**src/sv/pca_pkg.sv**
```systemverilog
`default_nettype none

package pca_pkg;

  localparam int unsigned ChanW  = 8;
  localparam int unsigned GainW  = 16;
  localparam int unsigned NumCh  = 3;
  localparam int unsigned ProdW  = ChanW + GainW;      // brightness product
  localparam int unsigned TW     = 25;                 // signed contrast sum, Q.8
  localparam int unsigned YW     = 24;                 // luma, Q.16
  localparam int unsigned DiffW  = YW + 1;             // signed (c << 16) - y
  localparam int unsigned SProdW = GainW + DiffW;      // signed saturation product
  localparam int unsigned UW     = SProdW + 1;         // signed mix sum, Q.28

  // Luma weights in Q0.16; they sum to exactly 1.0.
  localparam logic [GainW-1:0] LumaWr = 16'd19595;
  localparam logic [GainW-1:0] LumaWg = 16'd38470;
  localparam logic [GainW-1:0] LumaWb = 16'd7471;

  localparam logic [ChanW-1:0] ChanMax = 8'd255;

  // Register reset values: unity for every stage.
  localparam logic [GainW-1:0] BrightnessUnity = 16'd4096;
  localparam logic [GainW-1:0] ContrastUnity   = 16'd256;
  localparam logic [GainW-1:0] SaturationUnity = 16'd4096;

  typedef enum logic [1:0] {
    RegBrightness = 2'd0,
    RegContrast   = 2'd1,
    RegSaturation = 2'd2
  } cfg_idx_e;

  // Sideband that travels with every pixel through the pipeline.
  typedef struct packed {
    logic             vld;
    logic [ChanW-1:0] alpha;
    logic             last;
  } side_t;

  typedef logic [NumCh-1:0][ChanW-1:0] rgb_t;

endpackage

`default_nettype wire

```
**src/sv/pixel_color_adjust_unit.sv**
```systemverilog
`default_nettype none

// Pixel color adjust unit. Each RGBA pixel taken on start passes through a
// brightness gain (unsigned Q4.12), a contrast stretch about 128 (unsigned
// Q8.8 slope, precomputed by the host) and a saturation mix toward luma
// (signed Q4.12), each clamped to 0..255 before the next. Alpha and the
// frame-end mark ride along untouched. The unit takes one pixel every clock:
// busy is never raised. Every pixel leaves through five register stages,
// with valid_o high for a single cycle per pixel; the register stages
// are the brightness multiply, the contrast multiply, the contrast clamp
// with the luma sum, the saturation multiply, and the final sum and clamp
// into the output registers. The receiver cannot hold a beat off, so it
// must take each one in the cycle it appears. Registers are written through
// cfg_we_i, cfg_idx_i and cfg_wdata_i (0: brightness, 1: contrast,
// 2: saturation; other indexes are ignored) and must only change while no
// pixel is in flight. All registers reset to unity, so a fresh unit passes
// color unchanged.
module pixel_color_adjust_unit (
  input  logic                      clk_i,
  input  logic                      rst_ni,
  input  logic                      start,
  output logic                      busy,
  input  logic [7:0]                red_in_i,
  input  logic [7:0]                green_in_i,
  input  logic [7:0]                blue_in_i,
  input  logic [7:0]                alpha_in_i,
  input  logic                      frame_end_in_i,
  output logic                      valid_o,
  output logic [7:0]                red_out_o,
  output logic [7:0]                green_out_o,
  output logic [7:0]                blue_out_o,
  output logic [7:0]                alpha_out_o,
  output logic                      frame_end_out_o,
  input  logic                      cfg_we_i,
  input  logic [1:0]                cfg_idx_i,
  input  logic [15:0]               cfg_wdata_i
);
  import pca_pkg::*;

  logic [GainW-1:0] bright_q, contrast_q, sat_q;
  side_t            side_in, side_front, side_luma, side_out;
  rgb_t             rgb_in, rgb_luma, rgb_out;
  logic signed [NumCh-1:0][TW-1:0] t_front;
  logic [YW-1:0]    y_luma;
  cfg_idx_e         cfg_idx;

  // Every cycle can take a pixel.
  assign busy = 1'b0;

  assign side_in.vld   = start && !busy;
  assign side_in.alpha = alpha_in_i;
  assign side_in.last  = frame_end_in_i;
  assign rgb_in        = {blue_in_i, green_in_i, red_in_i};

  assign cfg_idx = cfg_idx_e'(cfg_idx_i);

  always_ff @(posedge clk_i or negedge rst_ni) begin
    if (!rst_ni) begin
      bright_q   <= BrightnessUnity;
      contrast_q <= ContrastUnity;
      sat_q      <= SaturationUnity;
    end else if (cfg_we_i) begin
      case (cfg_idx)
        RegBrightness: bright_q   <= cfg_wdata_i;
        RegContrast:   contrast_q <= cfg_wdata_i;
        RegSaturation: sat_q      <= cfg_wdata_i;
        default: begin
          // Unused index: the write is dropped.
        end
      endcase
    end
  end

  pca_front u_front (
    .clk_i         (clk_i),
    .rst_ni        (rst_ni),
    .side_i        (side_in),
    .rgb_i         (rgb_in),
    .bright_gain_i (bright_q),
    .contrast_i    (contrast_q),
    .side_o        (side_front),
    .t_o           (t_front)
  );

  pca_luma u_luma (
    .clk_i  (clk_i),
    .rst_ni (rst_ni),
    .side_i (side_front),
    .t_i    (t_front),
    .side_o (side_luma),
    .rgb_o  (rgb_luma),
    .y_o    (y_luma)
  );

  pca_sat u_sat (
    .clk_i      (clk_i),
    .rst_ni     (rst_ni),
    .side_i     (side_luma),
    .rgb_i      (rgb_luma),
    .y_i        (y_luma),
    .sat_gain_i (sat_q),
    .side_o     (side_out),
    .rgb_o      (rgb_out)
  );

  assign valid_o         = side_out.vld;
  assign red_out_o       = rgb_out[0];
  assign green_out_o     = rgb_out[1];
  assign blue_out_o      = rgb_out[2];
  assign alpha_out_o     = side_out.alpha;
  assign frame_end_out_o = side_out.last;

endmodule

`default_nettype wire

```
**src/sv/pca_front.sv**
```systemverilog
`default_nettype none

// Brightness gain followed by the contrast multiply, two register stages.
module pca_front (
  input  logic                                clk_i,
  input  logic                                rst_ni,
  input  pca_pkg::side_t                      side_i,
  input  pca_pkg::rgb_t                       rgb_i,
  input  logic [pca_pkg::GainW-1:0]           bright_gain_i,
  input  logic [pca_pkg::GainW-1:0]           contrast_i,
  output pca_pkg::side_t                      side_o,
  output logic signed [pca_pkg::NumCh-1:0][pca_pkg::TW-1:0] t_o
);
  import pca_pkg::*;

  side_t                            side1_q, side2_q;
  logic [NumCh-1:0][ProdW-1:0]      p_d, p_q;
  logic signed [NumCh-1:0][TW-1:0]  t_d, t_q;
  logic [NumCh-1:0][ChanW-1:0]      vb;
  logic signed [NumCh-1:0][TW-1:0]  dlt;
  logic signed [TW-1:0]             cf_s;

  always_comb begin
    cf_s = $signed({{(TW-GainW){1'b0}}, contrast_i});
    for (int i = 0; i < NumCh; i++) begin
      p_d[i] = ProdW'(rgb_i[i]) * ProdW'(bright_gain_i);
      // Brightness result is p >> 12, clamped to 255.
      vb[i]  = (|p_q[i][ProdW-1:20]) ? ChanMax : p_q[i][19:12];
      dlt[i] = $signed({{(TW-ChanW){1'b0}}, vb[i]}) - TW'(signed'(128));
      t_d[i] = TW'(cf_s * dlt[i]) + TW'(signed'(32768));
    end
  end

  always_ff @(posedge clk_i or negedge rst_ni) begin
    if (!rst_ni) begin
      side1_q <= '0;
      side2_q <= '0;
    end else begin
      side1_q <= side_i;
      side2_q <= side1_q;
    end
  end

  always_ff @(posedge clk_i) begin
    p_q <= p_d;
    t_q <= t_d;
  end

  assign side_o = side2_q;
  assign t_o    = t_q;

  // The contrast sum can never leave the span of 65535 * [-128, 127] + 32768.
  a_t_range: assert property (@(posedge clk_i) disable iff (!rst_ni)
    side2_q.vld |-> ($signed(t_q[0]) <= TW'(signed'(8355713)) &&
                     $signed(t_q[0]) >= TW'(signed'(-8355712))))
    else $error("contrast sum out of range");

endmodule

`default_nettype wire

```
**src/sv/pca_luma.sv**
```systemverilog
`default_nettype none

// Contrast clamp and luma sum, one register stage.
module pca_luma (
  input  logic                                               clk_i,
  input  logic                                               rst_ni,
  input  pca_pkg::side_t                                     side_i,
  input  logic signed [pca_pkg::NumCh-1:0][pca_pkg::TW-1:0]  t_i,
  output pca_pkg::side_t                                     side_o,
  output pca_pkg::rgb_t                                      rgb_o,
  output logic [pca_pkg::YW-1:0]                             y_o
);
  import pca_pkg::*;

  side_t          side_q;
  rgb_t           c_d, c_q;
  logic [YW-1:0]  y_d, y_q;

  always_comb begin
    for (int i = 0; i < NumCh; i++) begin
      if (t_i[i][TW-1]) begin
        c_d[i] = '0;
      end else if (|t_i[i][TW-2:16]) begin
        c_d[i] = ChanMax;
      end else begin
        c_d[i] = t_i[i][15:8];
      end
    end
    y_d = YW'(c_d[0]) * YW'(LumaWr) + YW'(c_d[1]) * YW'(LumaWg) +
          YW'(c_d[2]) * YW'(LumaWb);
  end

  always_ff @(posedge clk_i or negedge rst_ni) begin
    if (!rst_ni) begin
      side_q <= '0;
    end else begin
      side_q <= side_i;
    end
  end

  always_ff @(posedge clk_i) begin
    c_q <= c_d;
    y_q <= y_d;
  end

  assign side_o = side_q;
  assign rgb_o  = c_q;
  assign y_o    = y_q;

  // The weights sum to one, so luma never exceeds full scale.
  a_y_range: assert property (@(posedge clk_i) disable iff (!rst_ni)
    side_q.vld |-> (y_q <= 24'hFF0000))
    else $error("luma above full scale");

endmodule

`default_nettype wire

```
**src/sv/pca_sat.sv**
```systemverilog
`default_nettype none

// Saturation mix toward luma: a multiply stage, then the sum and clamp.
module pca_sat (
  input  logic                          clk_i,
  input  logic                          rst_ni,
  input  pca_pkg::side_t                side_i,
  input  pca_pkg::rgb_t                 rgb_i,
  input  logic [pca_pkg::YW-1:0]        y_i,
  input  logic [pca_pkg::GainW-1:0]     sat_gain_i,
  output pca_pkg::side_t                side_o,
  output pca_pkg::rgb_t                 rgb_o
);
  import pca_pkg::*;

  side_t                               side1_q, side2_q;
  logic signed [NumCh-1:0][DiffW-1:0]  diff;
  logic signed [NumCh-1:0][SProdW-1:0] prod_d, prod_q;
  logic [YW-1:0]                       y_q;
  logic signed [NumCh-1:0][UW-1:0]     u;
  rgb_t                                c_d, c_q;

  always_comb begin
    for (int i = 0; i < NumCh; i++) begin
      diff[i]   = $signed({1'b0, rgb_i[i], 16'b0}) - $signed({1'b0, y_i});
      prod_d[i] = $signed({{(SProdW-GainW){sat_gain_i[GainW-1]}}, sat_gain_i}) *
                  $signed({{(SProdW-DiffW){diff[i][DiffW-1]}}, diff[i]});
      u[i]      = $signed({{(UW-YW-12){1'b0}}, y_q, 12'b0}) +
                  $signed({prod_q[i][SProdW-1], prod_q[i]});
      if (u[i][UW-1]) begin
        c_d[i] = '0;
      end else if (|u[i][UW-2:36]) begin
        c_d[i] = ChanMax;
      end else begin
        c_d[i] = u[i][35:28];
      end
    end
  end

  always_ff @(posedge clk_i or negedge rst_ni) begin
    if (!rst_ni) begin
      side1_q <= '0;
      side2_q <= '0;
    end else begin
      side1_q <= side_i;
      side2_q <= side1_q;
    end
  end

  always_ff @(posedge clk_i) begin
    prod_q <= prod_d;
    y_q    <= y_i;
    c_q    <= c_d;
  end

  assign side_o = side2_q;
  assign rgb_o  = c_q;

  a_lat: assert property (@(posedge clk_i) disable iff (!rst_ni)
    side2_q.vld == $past(side_i.vld, 2))
    else $error("saturation stage lost or invented a beat");

  // With a zero gain every channel collapses onto the same luma value.
  a_gray: assert property (@(posedge clk_i) disable iff (!rst_ni)
    (side2_q.vld && sat_gain_i == '0 && $past(sat_gain_i) == '0) |->
      (c_q[0] == c_q[1] && c_q[1] == c_q[2]))
    else $error("grayscale mix gave unequal channels");

endmodule

`default_nettype wire
```
**config.mk**
```make
export PLATFORM = sky130hd
export DESIGN_NAME = pixel_color_adjust_unit
export DESIGN_NICKNAME = d
export VERILOG_FILES = /design/src/sv/pca_pkg.sv /design/src/sv/pixel_color_adjust_unit.sv /design/src/sv/pca_front.sv /design/src/sv/pca_luma.sv /design/src/sv/pca_sat.sv
export SDC_FILE = /design/constraint.sdc
export NUM_CORES = 2
export LEC_CHECK = 0
export BUFFER_PORTS_ARGS = -buffer_cell sky130_fd_sc_hd__buf_2
export CORE_AREA = 2 2 412 312
export DETAILED_ROUTE_END_ITERATION = 6
export DIE_AREA = 0 0 414 314
export PLACE_DENSITY = 0.87
export SETUP_SLACK_MARGIN = 0.3
export SYNTH_ARGS = -nofsm -noshare
export SYNTH_HDL_FRONTEND = slang
export SYNTH_SLANG_ARGS = --single-unit
export TNS_END_PERCENT = 10
```
**constraint.sdc**
```tcl
create_clock -name clk_i -period 8.4 [get_ports clk_i]
set_input_delay 1.68 -clock clk_i [delete_from_list [all_inputs] [get_ports clk_i]]
set_output_delay 1.68 -clock clk_i [all_outputs]
set_load 0.005 [all_outputs]
```
==> flow_summary.json <==
{
  "status": "finished, final reports clean",
  "port_buffers": 88,
  "hold_buffers": 0,
  "cts_buffers": 44,
  "overflow": 0,
  "worstPathRequired_ps": 8930,
  "crit_path_end_kind": "flop",
  "startpoint_type": "flop",
  "vias": 53816,
  "max_stage_delay_ps": 600,
  "synth_mux_area_share_pct": 0.777,
  "setup_tns_ps": 0,
  "hold_viol_final": 0,
  "rsz0062_at_grt": "yes",
  "fin_crit_sh_pct": 99.6,
  "avgSynthCellArea_um2": 9.69,
  "cts_max_level": 2,
  "final_cell_area_um2": 80300,
  "critPathMaxFanout": 6,
  "instances_no_fill": 9556,
  "syn_inst": 7765,
  "fmax_mhz": 120,
  "cts_tree": "done",
  "synth_top_family_by_area": "adder cells",
  "dieArea_um2": 130000,
  "drt_iter0_markers": 4519,
  "ios": 90,
  "cp_data_arrival_time_ps": 8900,
  "layout_commonest_cell": "inv_1",
  "syn_nets": 10253,
  "setup_viol": 0,
  "clock-sinks": 360,
  "viasPerCell": 5.63,
  "wl_um": 196000,
  "synth-simple-area-share_pct": 13.1,
  "drive_gt1_share_pct": 7.03,
  "grt_first_pass_wirelength_um": 316000,
  "clk_pin_slew_ps": 70,
  "crit_path_top_delay_cell": "or4_4",
  "area_growth_pct": 6.69,
  "rows": 113,
  "cts_buffer_depth": 3,
  "place_inst": 9418,
  "clockRootBuffer": "clkbuf_16",
  "synthXorXnorAreaFrac_pct": 3.27,
  "clk_latency_ps": 660,
  "fin_nets": 10327,
  "dp_hpwl_um": 160000,
  "grt_max_degree": 52,
  "synth-seq-area-share_pct": 10.2,
  "grt_use_total_pct": 30.9,
  "first_pass_iters": 7,
  "ys_async_sr_fraction_pct": 27.2,
  "tightest_slew_ps": 1350,
  "gp_congestion": 0.988,
  "slew_viol_final": 0,
  "synth_compound_area_share_pct": 4.72,
  "synth_fa_ha_area_share_pct": 57.4,
  "grt_pass1_vias": 59549,
  "die_y_um": 314,
  "crit_type": "reg -> reg",
  "yosys_most_used_dff": "dfxtp_1",
  "core_area_um2": 126000,
  "antenna_found_initial": 17,
  "slew_headroom_pct": 9.86,
  "final_core_util_pct": 63.8,
  "finalClockSkew_ps": 75.4,
  "synth_cell_type_count": 92,
  "layout_min_cycle_time_ps": 8370,
  "place_area_um2": 77900,
  "nFillCells": 9286,
  "die_w_um": 414,
  "synthesis.area_um2": 75200,
  "maxCapViolations": 0,
  "ys_seq_elements": 360,
  "drc_errors": 0,
  "wl_per_cell_um": 20.5,
  "final_cell_mix": "1870 x inv_1, 1689 x fa_1, 906 x nand2_1, 733 x ha_1, 595 x and2_1",
  "synth_edf_count": 0,
  "cpMostUsedCell": "fa_1",
  "yosys_warnings": 0,
  "initial_core_util_pct": 59.8,
  "ant_nets": 0,
  "hp-class": "reg -> reg"
}
critical path: cells and delay by family, from the launching register on:
family                     cells  cell delay, ps
buffers and inverters          5             520
DFF                            1             340
adders and majority gates      7            3340
and+or+nand+nor                4            1000
AOI/OAI and AO/OA             13            2700
xor gates and xnor gates       2             380
flip-flops by register name (all words and copies together) (netlist names):
signal           count
u_front.side1_q     10
u_front.t_o         51
u_sat.y_q           24
sat_q               16
u_luma.rgb_o        24
u_front.side_o      10
u_sat.prod_q        79
contrast_q          16
u_sat.side_o        10
u_sat.side1_q       10
u_front.p_q         36
u_sat.rgb_o         24
u_luma.side_o       10
bright_q            16
u_luma.y_o          24
cell usage after synthesis, drive strengths merged (56+ instances only):
cell    number  area [um^2]
nand2      908         3410
and2       595         3720
inv       1872         7030
xnor2      198         1760
a21o        86          646
ha         740         9260
dfrtp       95         2380
a21oi      160          823
clkbuf     225          845
xor2        79          707
nor2       193          724
o21ai       60          300
dfxtp      262         5250
nor3        58          300
nand2b      56          350
fa        1693        33900
cells by family after synthesis:
kind of cell	Yosys count
compound gates	513
other cells	1
fa+ha+maj	2433
flops	360
simple gates	2016
buf+inv	2113
mux	52
xor+xnor	277
metrics by stage:
step	worst slack (ps)	hold WS [ps]
CTS	246	311
global route	-240	329
floorplan	309	331
detailed placement	-222	335
global placement	-21.5	333
finish	31.8	336
repair_timing:
item | CTS | global route
endpoints found under the setup margin | 41 | 48
pin swaps | 12 | 59
gates cloned | 0 | 2
hold endpoints to repair | 0 | 0
buffers inserted | 12 | 27
resized for setup | 32 | 80
cell type report:
| class | count | area (um^2) | area share, % |
|---|---|---|---|
| sequential | 360 | 7700 | 9.60 |
| tap | 1667 | 2090 | 2.60 |
| timing repair buffer | 269 | 1870 | 2.33 |
| inverter | 1872 | 7030 | 8.75 |
| clock inverter | 29 | 313 | 0.390 |
| antenna | 14 | 35.0 | 0.0436 |
| multi-input combinational | 5292 | 60100 | 74.8 |
| clock buffer | 53 | 1170 | 1.46 |
worst paths after layout:
path / start / end / slack (ps) / cells past startpoint
max: u_luma.y_o[6] / u_sat.prod_q[122] / 30 / 31
min: u_luma.y_o[20] / u_sat.y_q[20] / 340 / 0
max reg2reg: u_luma.y_o[6] / u_sat.prod_q[122] / 30 / 31
min reg2reg: u_luma.y_o[20] / u_sat.y_q[20] / 340 / 0
max in group asynchronous: rst_ni / sat_q[3] / 6200 / 2
min in group asynchronous: rst_ni / u_sat.side_o[7] / 1020 / 1
metal layers:
metal | wire length [um] | GRT usage [%] | up-vias | part of all wire [%]
met5 | 71 | 0 | - | 0.036
met4 | 9680 | 12.8 | 12 | 4.9
met3 | 24900 | 9.85 | 629 | 13
li1 | - | - | 23202 | -
met1 | 73800 | 39.7 | 26956 | 38
met2 | 87600 | 48.8 | 3017 | 45
Power is left out: the tool's default activity adds up to more than one toggle a clock period on the data nets, which glitch-free logic cannot reach.
